## src/rtl/rsfc_pkg.sv

```systemverilog
package rsfc_pkg;

   typedef logic [7:0]  byte_type;
   typedef logic [15:0] count16_type;
   typedef logic [31:0] word_type;

   // header is RIFF tag, 4-byte size, 4-byte form tag
   localparam int HDR_LEN = 12;
   localparam int TAG_LEN = 4;
   localparam int REM_W   = $clog2(HDR_LEN + 1);

   typedef logic [REM_W-1:0] rem_type;

   // tags as they appear in the stream, first byte in the top bits
   localparam word_type SIG_RIFF = 32'h5249_4646;
   localparam word_type SIG_WAVE = 32'h5741_5645;
   localparam word_type SIG_WEBP = 32'h5745_4250;
   localparam word_type SIG_DATA = 32'h6461_7461;

   localparam logic FMT_WAV  = 1'b0;
   localparam logic FMT_WEBP = 1'b1;

   localparam word_type WEBP_MIN_SIZE = 32'd4;
   localparam count16_type FILES_MAX  = 16'hFFFF;

   typedef enum logic [1:0] {
      PH_SCAN = 2'd0,
      PH_SEEK = 2'd1,
      PH_SIZE = 2'd2,
      PH_BODY = 2'd3
   } phase_type;

endpackage

```

## src/rtl/rsfc_intf.sv

```systemverilog
interface rsfc_req_if;
   logic                valid;
   logic                ready;
   rsfc_pkg::byte_type  stream_byte;
   logic                end_of_stream;

   modport source (output valid, output stream_byte, output end_of_stream, input ready);
   modport sink   (input valid, input stream_byte, input end_of_stream, output ready);
endinterface

interface rsfc_rsp_if;
   logic                   valid;
   logic                   ready;
   rsfc_pkg::byte_type     out_byte;
   rsfc_pkg::count16_type  file_number;
   logic                   file_start;
   logic                   file_end;
   logic                   truncated;
   rsfc_pkg::word_type     declared_size;
   logic                   run_last;

   modport source (output valid, output out_byte, output file_number, output file_start,
                   output file_end, output truncated, output declared_size,
                   output run_last, input ready);
   modport sink   (input valid, input out_byte, input file_number, input file_start,
                   input file_end, input truncated, input declared_size,
                   input run_last, output ready);
endinterface

```

## src/rtl/riff_signature_file_carver.sv

```systemverilog
// Channel | Dir | Payload                                              | Handshake
// req     | in  | stream_byte[8], end_of_stream                        | valid/ready
// rsp     | out | out_byte[8], file_number[16], file_start, file_end,  | valid/ready
//         |     | truncated, declared_size[32], run_last               |
// csr     | in  | csr_write_data = format_select (0 WAV, 1 WebP)       | csr_write_enable
//
// Cycles: one byte per cycle while scanning or inside a file, as long as rsp is ready; a header
// match loads the 12 header bytes into the output buffer, which drains one beat per cycle, so
// req holds low after a header until the last header beat leaves.
// Reset: synchronous, active high; clears windows, phase, counters, rsp valid.
// Stalls: req is ready when the buffer is empty or its last beat leaves this cycle;
// any held rsp beat holds off req.
module riff_signature_file_carver (
   input  logic      clock,
   input  logic      reset,
   input  logic      csr_write_enable,
   input  logic      csr_write_data,
   rsfc_req_if.sink  req,
   rsfc_rsp_if.source rsp
);

   localparam int HL = rsfc_pkg::HDR_LEN;
   localparam int TL = rsfc_pkg::TAG_LEN;

   // carve state
   logic                    format_ff;
   rsfc_pkg::byte_type      hw_ff [HL];
   rsfc_pkg::byte_type      hw_in [HL];
   rsfc_pkg::byte_type      tag_ff [TL];
   rsfc_pkg::byte_type      tag_in [TL];
   rsfc_pkg::phase_type     phase_ff, phase_in;
   rsfc_pkg::word_type      left_ff, left_in;
   rsfc_pkg::word_type      asm_ff, asm_in;
   logic [1:0]              sbi_ff, sbi_in;
   rsfc_pkg::count16_type   found_ff, found_in;

   // output shift buffer: header bursts fill all entries, single beats sit in entry 0
   rsfc_pkg::byte_type      ob_ff [HL];
   rsfc_pkg::byte_type      ob_in [HL];
   rsfc_pkg::rem_type       rem_ff, rem_in;
   logic                    ov_ff, ov_in;
   logic                    hdr_ff, hdr_in;
   logic                    oend_ff, oend_in;
   logic                    otrunc_ff, otrunc_in;
   rsfc_pkg::count16_type   onum_ff, onum_in;
   rsfc_pkg::word_type      odecl_ff, odecl_in;

   // per-beat decode
   rsfc_pkg::byte_type      b;
   rsfc_pkg::byte_type      win [HL];
   rsfc_pkg::byte_type      tag_sh [TL];
   rsfc_pkg::word_type      form_tag;
   rsfc_pkg::word_type      sz_hdr;
   rsfc_pkg::word_type      asm_new;
   rsfc_pkg::word_type      left_dec;
   rsfc_pkg::word_type      decl_c;
   logic                    hdr_match;
   logic                    emit_one, emit_hdr;
   logic                    end_c, trunc_c;
   logic                    accept, take, last_beat;

   assign b         = req.stream_byte;
   assign last_beat = (rem_ff == rsfc_pkg::rem_type'(1));
   assign take      = ov_ff && rsp.ready;
   assign req.ready = !ov_ff || (rsp.ready && last_beat);
   assign accept    = req.valid && req.ready;

   // window as it stands once this byte has shifted in
   always_comb begin
      for (int i = 0; i < HL - 1; i++) begin
         win[i] = hw_ff[i + 1];
      end
      win[HL - 1] = b;
      for (int i = 0; i < TL - 1; i++) begin
         tag_sh[i] = tag_ff[i + 1];
      end
      tag_sh[TL - 1] = b;
   end

   assign form_tag  = (format_ff == rsfc_pkg::FMT_WEBP) ? rsfc_pkg::SIG_WEBP
                                                        : rsfc_pkg::SIG_WAVE;
   assign hdr_match = ({win[0], win[1], win[2], win[3]} == rsfc_pkg::SIG_RIFF) &&
                      ({win[8], win[9], win[10], win[11]} == form_tag);
   // size fields are little endian
   assign sz_hdr    = {win[7], win[6], win[5], win[4]};
   assign asm_new   = asm_ff | ({24'd0, b} << {sbi_ff, 3'b000});
   assign left_dec  = left_ff - 32'd1;

   // next carve state and result of this beat
   always_comb begin
      hw_in    = hw_ff;
      tag_in   = tag_ff;
      phase_in = phase_ff;
      left_in  = left_ff;
      asm_in   = asm_ff;
      sbi_in   = sbi_ff;
      found_in = found_ff;
      emit_one = 1'b0;
      emit_hdr = 1'b0;
      end_c    = 1'b0;
      decl_c   = '0;

      unique case (phase_ff)
         rsfc_pkg::PH_SCAN: begin
            hw_in = win;
            if (hdr_match) begin
               emit_hdr = 1'b1;
               if (found_ff != rsfc_pkg::FILES_MAX) begin
                  found_in = found_ff + 16'd1;
               end
               // windows restart empty for the new file
               for (int i = 0; i < HL; i++) hw_in[i] = '0;
               for (int i = 0; i < TL; i++) tag_in[i] = '0;
               left_in = '0;
               asm_in  = '0;
               sbi_in  = '0;
               if (format_ff == rsfc_pkg::FMT_WEBP) begin
                  decl_c = sz_hdr;
                  if (sz_hdr <= rsfc_pkg::WEBP_MIN_SIZE) begin
                     // nothing past the header: file ends on its last byte
                     end_c    = 1'b1;
                     phase_in = rsfc_pkg::PH_SCAN;
                  end else begin
                     asm_in   = sz_hdr;
                     left_in  = sz_hdr - rsfc_pkg::WEBP_MIN_SIZE;
                     phase_in = rsfc_pkg::PH_BODY;
                  end
               end else begin
                  phase_in = rsfc_pkg::PH_SEEK;
               end
            end
         end
         rsfc_pkg::PH_SEEK: begin
            emit_one = 1'b1;
            tag_in   = tag_sh;
            if ({tag_sh[0], tag_sh[1], tag_sh[2], tag_sh[3]} == rsfc_pkg::SIG_DATA) begin
               phase_in = rsfc_pkg::PH_SIZE;
               sbi_in   = '0;
               asm_in   = '0;
            end
         end
         rsfc_pkg::PH_SIZE: begin
            emit_one = 1'b1;
            asm_in   = asm_new;
            if (sbi_ff == 2'd3) begin
               decl_c = asm_new;
               if (asm_new == '0) begin
                  end_c = 1'b1;
                  for (int i = 0; i < HL; i++) hw_in[i] = '0;
                  for (int i = 0; i < TL; i++) tag_in[i] = '0;
                  phase_in = rsfc_pkg::PH_SCAN;
                  left_in  = '0;
                  asm_in   = '0;
                  sbi_in   = '0;
               end else begin
                  left_in  = asm_new;
                  sbi_in   = '0;
                  phase_in = rsfc_pkg::PH_BODY;
               end
            end else begin
               sbi_in = sbi_ff + 2'd1;
            end
         end
         rsfc_pkg::PH_BODY: begin
            emit_one = 1'b1;
            decl_c   = asm_ff;
            left_in  = left_dec;
            if (left_dec == '0) begin
               end_c = 1'b1;
               for (int i = 0; i < HL; i++) hw_in[i] = '0;
               for (int i = 0; i < TL; i++) tag_in[i] = '0;
               phase_in = rsfc_pkg::PH_SCAN;
               asm_in   = '0;
               sbi_in   = '0;
            end
         end
         default: begin
            phase_in = rsfc_pkg::PH_SCAN;
         end
      endcase

      // end of stream inside a file cuts it short
      trunc_c = req.end_of_stream && (emit_one || emit_hdr) &&
                (phase_in != rsfc_pkg::PH_SCAN);

      // drop everything but the file count on end of stream
      if (req.end_of_stream) begin
         for (int i = 0; i < HL; i++) hw_in[i] = '0;
         for (int i = 0; i < TL; i++) tag_in[i] = '0;
         phase_in = rsfc_pkg::PH_SCAN;
         left_in  = '0;
         asm_in   = '0;
         sbi_in   = '0;
      end
   end

   // output buffer: shift one beat out per take, reload on an accepted byte with results
   always_comb begin
      ob_in     = ob_ff;
      rem_in    = rem_ff;
      ov_in     = ov_ff;
      hdr_in    = hdr_ff;
      oend_in   = oend_ff;
      otrunc_in = otrunc_ff;
      onum_in   = onum_ff;
      odecl_in  = odecl_ff;

      if (take) begin
         if (last_beat) begin
            ov_in = 1'b0;
         end else begin
            for (int i = 0; i < HL - 1; i++) begin
               ob_in[i] = ob_ff[i + 1];
            end
            rem_in = rem_ff - rsfc_pkg::rem_type'(1);
         end
      end

      if (accept && (emit_one || emit_hdr)) begin
         ov_in     = 1'b1;
         hdr_in    = emit_hdr;
         oend_in   = end_c || trunc_c;
         otrunc_in = trunc_c;
         onum_in   = found_in;
         odecl_in  = decl_c;
         if (emit_hdr) begin
            ob_in  = win;
            rem_in = rsfc_pkg::rem_type'(HL);
         end else begin
            ob_in[0] = b;
            rem_in   = rsfc_pkg::rem_type'(1);
         end
      end
   end

   always_ff @(posedge clock) begin
      if (reset) begin
         format_ff <= rsfc_pkg::FMT_WAV;
      end else if (csr_write_enable) begin
         format_ff <= csr_write_data;
      end
   end

   always_ff @(posedge clock) begin
      if (reset) begin
         for (int i = 0; i < HL; i++) hw_ff[i] <= '0;
         for (int i = 0; i < TL; i++) tag_ff[i] <= '0;
         phase_ff <= rsfc_pkg::PH_SCAN;
         left_ff  <= '0;
         asm_ff   <= '0;
         sbi_ff   <= '0;
         found_ff <= '0;
      end else if (accept) begin
         hw_ff    <= hw_in;
         tag_ff   <= tag_in;
         phase_ff <= phase_in;
         left_ff  <= left_in;
         asm_ff   <= asm_in;
         sbi_ff   <= sbi_in;
         found_ff <= found_in;
      end
   end

   always_ff @(posedge clock) begin
      if (reset) begin
         ov_ff  <= 1'b0;
         rem_ff <= '0;
      end else begin
         ov_ff  <= ov_in;
         rem_ff <= rem_in;
      end
   end

   // payload, no reset
   always_ff @(posedge clock) begin
      ob_ff     <= ob_in;
      hdr_ff    <= hdr_in;
      oend_ff   <= oend_in;
      otrunc_ff <= otrunc_in;
      onum_ff   <= onum_in;
      odecl_ff  <= odecl_in;
   end

   assign rsp.valid         = ov_ff;
   assign rsp.out_byte      = ob_ff[0];
   assign rsp.file_number   = onum_ff;
   assign rsp.file_start    = hdr_ff && (rem_ff == rsfc_pkg::rem_type'(HL));
   assign rsp.file_end      = oend_ff && last_beat;
   assign rsp.truncated     = otrunc_ff && last_beat;
   assign rsp.declared_size = odecl_ff;
   assign rsp.run_last      = last_beat;

endmodule

```

## src/flat_wrapper.sv

```systemverilog
// flat-port wrapper written by rule: the top's interface ports become plain ports
module riff_signature_file_carver_flat 
  (clock, reset, csr_write_enable, csr_write_data, req_valid, req_stream_byte, req_end_of_stream, req_ready, rsp_valid, rsp_out_byte, rsp_file_number, rsp_file_start, rsp_file_end, rsp_truncated, rsp_declared_size, rsp_run_last, rsp_ready);
  rsfc_req_if req_i ();
  rsfc_rsp_if rsp_i ();
  input  logic clock;
  input  logic reset;
  input  logic csr_write_enable;
  input  logic csr_write_data;
  input wire logic [$bits(req_i.valid)-1:0] req_valid;
  input wire logic [$bits(req_i.stream_byte)-1:0] req_stream_byte;
  input wire logic [$bits(req_i.end_of_stream)-1:0] req_end_of_stream;
  output wire logic [$bits(req_i.ready)-1:0] req_ready;
  output wire logic [$bits(rsp_i.valid)-1:0] rsp_valid;
  output wire logic [$bits(rsp_i.out_byte)-1:0] rsp_out_byte;
  output wire logic [$bits(rsp_i.file_number)-1:0] rsp_file_number;
  output wire logic [$bits(rsp_i.file_start)-1:0] rsp_file_start;
  output wire logic [$bits(rsp_i.file_end)-1:0] rsp_file_end;
  output wire logic [$bits(rsp_i.truncated)-1:0] rsp_truncated;
  output wire logic [$bits(rsp_i.declared_size)-1:0] rsp_declared_size;
  output wire logic [$bits(rsp_i.run_last)-1:0] rsp_run_last;
  input wire logic [$bits(rsp_i.ready)-1:0] rsp_ready;
  assign req_i.valid = req_valid;
  assign req_i.stream_byte = req_stream_byte;
  assign req_i.end_of_stream = req_end_of_stream;
  assign req_ready = req_i.ready;
  assign rsp_valid = rsp_i.valid;
  assign rsp_out_byte = rsp_i.out_byte;
  assign rsp_file_number = rsp_i.file_number;
  assign rsp_file_start = rsp_i.file_start;
  assign rsp_file_end = rsp_i.file_end;
  assign rsp_truncated = rsp_i.truncated;
  assign rsp_declared_size = rsp_i.declared_size;
  assign rsp_run_last = rsp_i.run_last;
  assign rsp_i.ready = rsp_ready;
  riff_signature_file_carver u_core (.clock(clock), .reset(reset), .csr_write_enable(csr_write_enable), .csr_write_data(csr_write_data), .req(req_i), .rsp(rsp_i));
endmodule
```

## config.mk

```make
export PLATFORM = sky130hd
export DESIGN_NAME = riff_signature_file_carver_flat
export DESIGN_NICKNAME = d
export VERILOG_FILES = /design/src/rtl/rsfc_pkg.sv /design/src/rtl/rsfc_intf.sv /design/src/rtl/riff_signature_file_carver.sv /design/src/flat_wrapper.sv
export SDC_FILE = /design/constraint.sdc
export NUM_CORES = 1
export LEC_CHECK = 0
export ABC_AREA = 1
export BUFFER_PORTS_ARGS = -buffer_cell sky130_fd_sc_hd__buf_2
export CORE_ASPECT_RATIO = 1.4
export CORE_MARGIN = 2
export CORE_UTILIZATION = 30
export CTS_BUF_LIST = sky130_fd_sc_hd__clkbuf_8
export DETAILED_ROUTE_END_ITERATION = 6
export PLACE_DENSITY = 0.56
export SLEW_MARGIN = 20
export SYNTH_ARGS = -nofsm -noshare
export SYNTH_HDL_FRONTEND = slang
export SYNTH_SLANG_ARGS = --single-unit
export TNS_END_PERCENT = 10
```

## constraint.sdc

```tcl
create_clock -name clock -period 4.9 [get_ports clock]
set_input_delay 0.49 -clock clock [delete_from_list [all_inputs] [get_ports clock]]
set_output_delay 0.49 -clock clock [all_outputs]
set_load 0.03 [all_outputs]
```

## Word-level counts from Yosys, hierarchy flattened

Cells that the tools add are included.

| word-level totals | value |
|---|---|
| bits in registers | 349 |
| input port bits | 15 |
| output and inout port bits | 62 |

| operators by class | value |
|---|---|
| shift-type cells | 1 |
| equality and inequality tests | 16 |
| order comparisons | 1 |
| reductions and logical operators | 29 |
| bitwise operators | 1 |
| add/sub/neg operators | 5 |
| mux-type cells | 71 |

Operator list:

| cell | number |
|---|---|
| $mux 88 | 8 |
| $mux 32 | 16 |
| $pmux 88 s3 | 1 |
| $pmux 32 s3 | 2 |
| $pmux 32 s4 | 1 |
| $mux 24 | 4 |
| $mux 96 | 1 |
| $pmux 24 s4 | 1 |
| $eq 32x31->1 const B | 2 |
| $logic_not 32->1 | 2 |
| $mux 16 | 3 |
| $eq 32x32->1 | 1 |
| $le 32x3->1 const B | 1 |
| $or 32x32->32 | 1 |
| $shl 8x5->32 | 1 |
| $sub 32x1->32 const B | 1 |
| $sub 32x3->32 const B | 1 |
| $mux 2 | 13 |
| $mux 19 | 1 |
| $add 16x1->16 const B | 1 |
| $mux 4 | 4 |
| $ne 16x16->1 const B | 1 |
| $pmux 2 s4 | 2 |
| $ne 3x2->1 const B | 5 |
| other kinds (20) | 50 |

## Logic depth before layout (Yosys ltp)

| depth | value |
|---|---|
| depth after elaboration | 9 |
| mapped depth | 20 |
| mapped depth without buffers | 19 |

## Worst setup path before layout

OpenSTA, ideal clock, no wires.

| timing path | value |
|---|---|
| path type | register -> register |
| start point | register u_core.rem_ff[1] |
| end point | register u_core.hdr_ff (enable) |
| cell stages (with the launch flop) | 11 |
| clock period less this slack | 3,103 ps |
| slack | 1,797 ps |
| arrival time | 2,697 ps |
| path through | dfxtp_1 -> inv_1 -> ha_1 -> nand3_1 -> inv_1 -> nand2_1 -> nand2_1 -> nand2_1 -> clkinv_1 -> nand2_1 -> inv_1 |

| between the ends | value |
|---|---|
| word-level cells in the longest chain between the ends | 5 |

Ends and longest elaborated chain:

| element | line | source |
|---|---|---|
| start: declaration | riff_signature_file_carver.sv:40 | `rsfc_pkg::rem_type rem_ff, rem_in;` |
| start signal: assignment | riff_signature_file_carver.sv:270 | `rem_ff <= rem_in;` |
| $eq 4x1->1 | riff_signature_file_carver.sv:63 | `assign last_beat = (rem_ff == rsfc_pkg::rem_type'(1));` |
| via rsp_run_last | flat_wrapper.sv:21 | `output wire logic [$bits(rsp_i.run_last)-1:0] rsp_run_last;` |
| $logic_and 1x1->1 | riff_signature_file_carver.sv:65 | `assign req.ready = !ov_ff \|\| (rsp.ready && last_beat);` |
| $logic_or 1x1->1 | riff_signature_file_carver.sv:65 |  |
| via req_ready | flat_wrapper.sv:13 | `output wire logic [$bits(req_i.ready)-1:0] req_ready;` |
| $logic_and 1x1->1 | riff_signature_file_carver.sv:66 | `assign accept = req.valid && req.ready;` |
| $logic_and 1x1->1 | riff_signature_file_carver.sv:219 | `if (accept && (emit_one \|\| emit_hdr)) begin` |
| end signal: assignment | riff_signature_file_carver.sv:277 | `hdr_ff <= hdr_in;` |
| end: declaration | riff_signature_file_carver.sv:42 | `logic hdr_ff, hdr_in;` |

The timed path passes the listed nets, and every way through them passes these cells.
A chain may end at the register's enable or synchronous reset.

## Final worst setup path

| timing path | value |
|---|---|
| start point | register u_core.left_ff[0] |
| end point | register u_core.asm_ff[17] |

| between the ends | value |
|---|---|
| word-level cells in the longest chain between the ends | 4 |

Ends and longest elaborated chain:

| element | line | source |
|---|---|---|
| start: declaration | riff_signature_file_carver.sv:32 | `rsfc_pkg::word_type left_ff, left_in;` |
| start signal: assignment | riff_signature_file_carver.sv:257 | `left_ff <= left_in;` |
| $sub 32x1->32 | riff_signature_file_carver.sv:87 | `assign left_dec = left_ff - 32'd1;` |
| $logic_not 32->1 | riff_signature_file_carver.sv:168 | `if (left_dec == '0) begin` |
| $ne 3x2->1 (no source line) | n/a |  |
| $reduce_and 4->1 (no source line) | n/a |  |
| end signal: assignment | riff_signature_file_carver.sv:258 | `asm_ff <= asm_in;` |
| end: declaration | riff_signature_file_carver.sv:33 | `rsfc_pkg::word_type asm_ff, asm_in;` |

Every way passes these cells.

==> metrics <==
initial DRC count=~1800; Mapped Avg Cell Area=6.52 sq um; PortBufs=76; I/O pins=77; largest net degree at the start of global routing=128; xor/xnor share of the synthesized area=1.02%; outcome=finished clean; Congestion Overflow GR=0; final setup fails=0; Sequential Power Share=approximately half; clk_lat worst skew=0.68 ns; chip height=about 310 um; Critical Path RT=5.46 ns; hold slack=0.162 ns; mux contribution to synthesized area=0.101%; Post-Synth Adder-Cell Area=less than 1%; Die ar.=67900 sq um; DRT Pass-1 Iters=5; ratio of cells with drive above 1 in the final layout=7.90%; first-pass GRT wire length=107000 um; vias in the first global route=18419; top fanout value on the critical path=46; fin crit period=4.03 ns; GPL Wtd Cong=just over 0.9; Mapped Nets=3053; Setup TNS=0 ns; clock sinks=349; Cells after Synth=3029; data arrival time of the critical path=around 4.6 ns; fill count=7248; core area=roughly 65000 sq um; Vias=19887; Pint=4.55 mW; Syn-to-layout area delta=9.97%; HP Class=primary input to flop; number of synthesized flops with an enable pin=67; Main synth FF type=dfxtp_1; Max-Cap Viols=0; clock buffer count from CTS=56; Synth Register Bits=349; upper clock frequency limit=0.248 GHz; CTS root buf=clkbuf_8; Clk pwr share=37.5%; routed len/inst=17.8 um; Combinational Power Share=about 14%; CP Capture Type=flop; H-tree depth=2; clock tree buffer depth=3; Overall Global Routing Usage=19.7%; final core utilization=33.3%; CTS Hold Buffers Added=0; Clock Pin Slew Worst Setup and Hold Paths=about 0.070 ns; worst clock skew=0.0488 ns; Startpoint Class=flop; post-route ant nets=0; leakage=slightly below 10 nW; post-synthesis cell area=19800 sq um; worst setup path start=u_core.left_ff[0]$_SDFFE_PP0P_; post-synthesis sequential area ratio=38.8%; post-CTS setup buffer count=0; Starting Density=30.3%; Detail Placement HPWL=47400 um; # resized after CTS=0; Slew HR=roughly 28%; Die X=221 um; yosys warns=0; CTS tree=done; Net Sw Frac=30.6%; final period utilization=82.2%; max-slew violations=0; Peak VDD IR=approximately 0.17 mV; post-synthesis compound-gate area fraction=13.3%; initial antenna violation count=6; final net count=3028; largest family of logic cells by synthesized area=simple AND/OR/NAND/NOR gates; Synth async-reset ratio=0%; Cell Rows=111; Synth Area in Simple Gates=35.5%; post-synthesis cell type count=51; most common cell after layout, fill and taps aside=nand2_1; RR Startpoint=u_core.left_ff[0]$_SDFFE_PP0P_; most frequent cells in the layout=806 x nand2_1, 464 x nor2_1, 325 x inv_1; Overall Power=6.55 mW; DR DRC count=0; Setup Crit Path Kind=flop to flop; actual slew at the worst max-slew pin=1.08 ns; P per Cell Area=roughly 300 nW/um^2; RSZ-0062 raised after global routing=false; Hold Vio Cnt, Final=0; switching pwr=2.00 mW; routed wire length=just under 70000 um; worst hold start=csr_write_data; vias per cell=5.10
[Yosys cell counts, types with 5 or more instances]
| master | instances | area [sq um] |
|---|---|---|
| a32o_1 | 8 | 80.1 |
| ha_1 | 9 | 113 |
| clkbuf_1 | 123 | 462 |
| o21ai_1 | 6 | 30.0 |
| a21oi_1 | 139 | 696 |
| nand2_1 | 808 | 3030 |
| edfxtp_1 | 67 | 2010 |
| dfxtp_1 | 282 | 5650 |
| buf_1 | 5 | 18.8 |
| o2111ai_1 | 27 | 236 |
| or2_2 | 11 | 68.8 |
| o21ai_0 | 174 | 871 |
| a211oi_1 | 14 | 105 |
| nor3_1 | 25 | 125 |
| o211ai_1 | 27 | 203 |
| buf_4 | 30 | 225 |
| inv_1 | 303 | 1140 |
| o22ai_1 | 8 | 50.1 |
| xor2_1 | 19 | 166 |
| nor2_1 | 466 | 1750 |
| nor2_2 | 7 | 43.8 |
| inv_2 | 6 | 22.5 |
| buf_2 | 44 | 220 |
| nand3_1 | 248 | 1240 |
| nor4_1 | 22 | 138 |
| nand4_1 | 69 | 432 |
| a31oi_1 | 38 | 238 |
[sequential cells by signal, summed over array words and instances, names as in the netlist]
name	count
u_core.phase_ff	2
u_core.rsp.valid	1
u_core.oend_ff	1
u_core.ob_ff	88
u_core.found_ff	16
u_core.format_ff	1
u_core.hw_ff	88
u_core.rsp.declared_size	32
u_core.otrunc_ff	1
u_core.asm_ff	32
u_core.hdr_ff	1
u_core.rsp.out_byte	8
u_core.tag_ff	24
u_core.left_ff	32
u_core.rem_ff	4
u_core.sbi_ff	2
u_core.rsp.file_number	16
[final cells by class]
type / count / area [sq um] / area share (%)
diodes: 2 / 5.00 / 0.0230
clock buffers: 62 / 853 / 3.93
clock inverters: 42 / 210 / 0.968
inverters: 312 / 1180 / 5.42
multi-input cells: 2163 / 10000 / 46.1
flip-flops and latches: 349 / 7660 / 35.3
well taps: 847 / 1060 / 4.88
repair buffers: 122 / 751 / 3.46
[worst max-delay path, stage by stage, from the launching register on]
cell     delay, ns
dfxtp_1       0.33
inv_1         0.12
ha_1          0.22
nand2_1       0.12
nor2_1        0.60
nand2_1       0.20
nand2_1       0.10
nand2_1       0.07
nor2_1        0.14
nand2_1       0.07
nor3_1        0.22
nand3_1       0.18
nand2_4       0.48
nand3_4       0.63
nor2_1        0.28
nor2_1        0.08
[power by group through the flow]
stage | clock [mW] | sequential (mW) | combinational, mW
floorplan | 0 | 3.17 | 0.679
global placement | 0 | 3.23 | 0.897
detailed placement | 0 | 3.23 | 0.898
CTS | 2.53 | 3.17 | 0.903
global route | 2.64 | 3.19 | 1.02
finish | 2.45 | 3.18 | 0.914
[logic make-up (layout without fill, tap and decap cells)]
family / Yosys count / in the layout
simple gates: 1677 / 1677
buf+inv: 517 / 538
compound gates: 452 / 452
flops: 349 / 349
xor+xnor: 23 / 23
fa+ha+maj: 9 / 9
mux: 2 / 2
other cells: 0 / 2
[final timing paths]
kind                                                        to  depth (start not counted)  slack [ns]
worst max-delay path            u_core.asm_ff[17]$_SDFFE_PP0P_                         15        0.87
worst min-delay path             u_core.format_ff$_SDFFE_PP0P_                          3        0.16
worst max register to register  u_core.asm_ff[17]$_SDFFE_PP0P_                         15        0.87
worst min register to register        u_core.ob_ff[37]$_DFF_P_                          2        0.46
[per-layer routing]
layer  up-vias  wire length, um  track usage [%]  part of all wire (%)
li1       9812                -                -                     -
met4         6             4160             11.6                   6.0
met3       220             4500             3.23                   6.5
met5         -               47                0                 0.068
met2       780            32100             32.6                    46
met1      9069            28600             24.3                    41
[metrics by stage]
stage	instance area [sq um]	setup WS [ns]	std cells
2_1_floorplan	19800	1.80	3029
3_3_place_gp	20700	1.05	3793
3_5_place_dp	20700	0.980	3793
4_1_cts	21700	0.951	3897
5_1_grt	21700	0.545	3898
6_report	21700	0.875	3899
No activity file was read; power rests on OpenSTA's default activity.
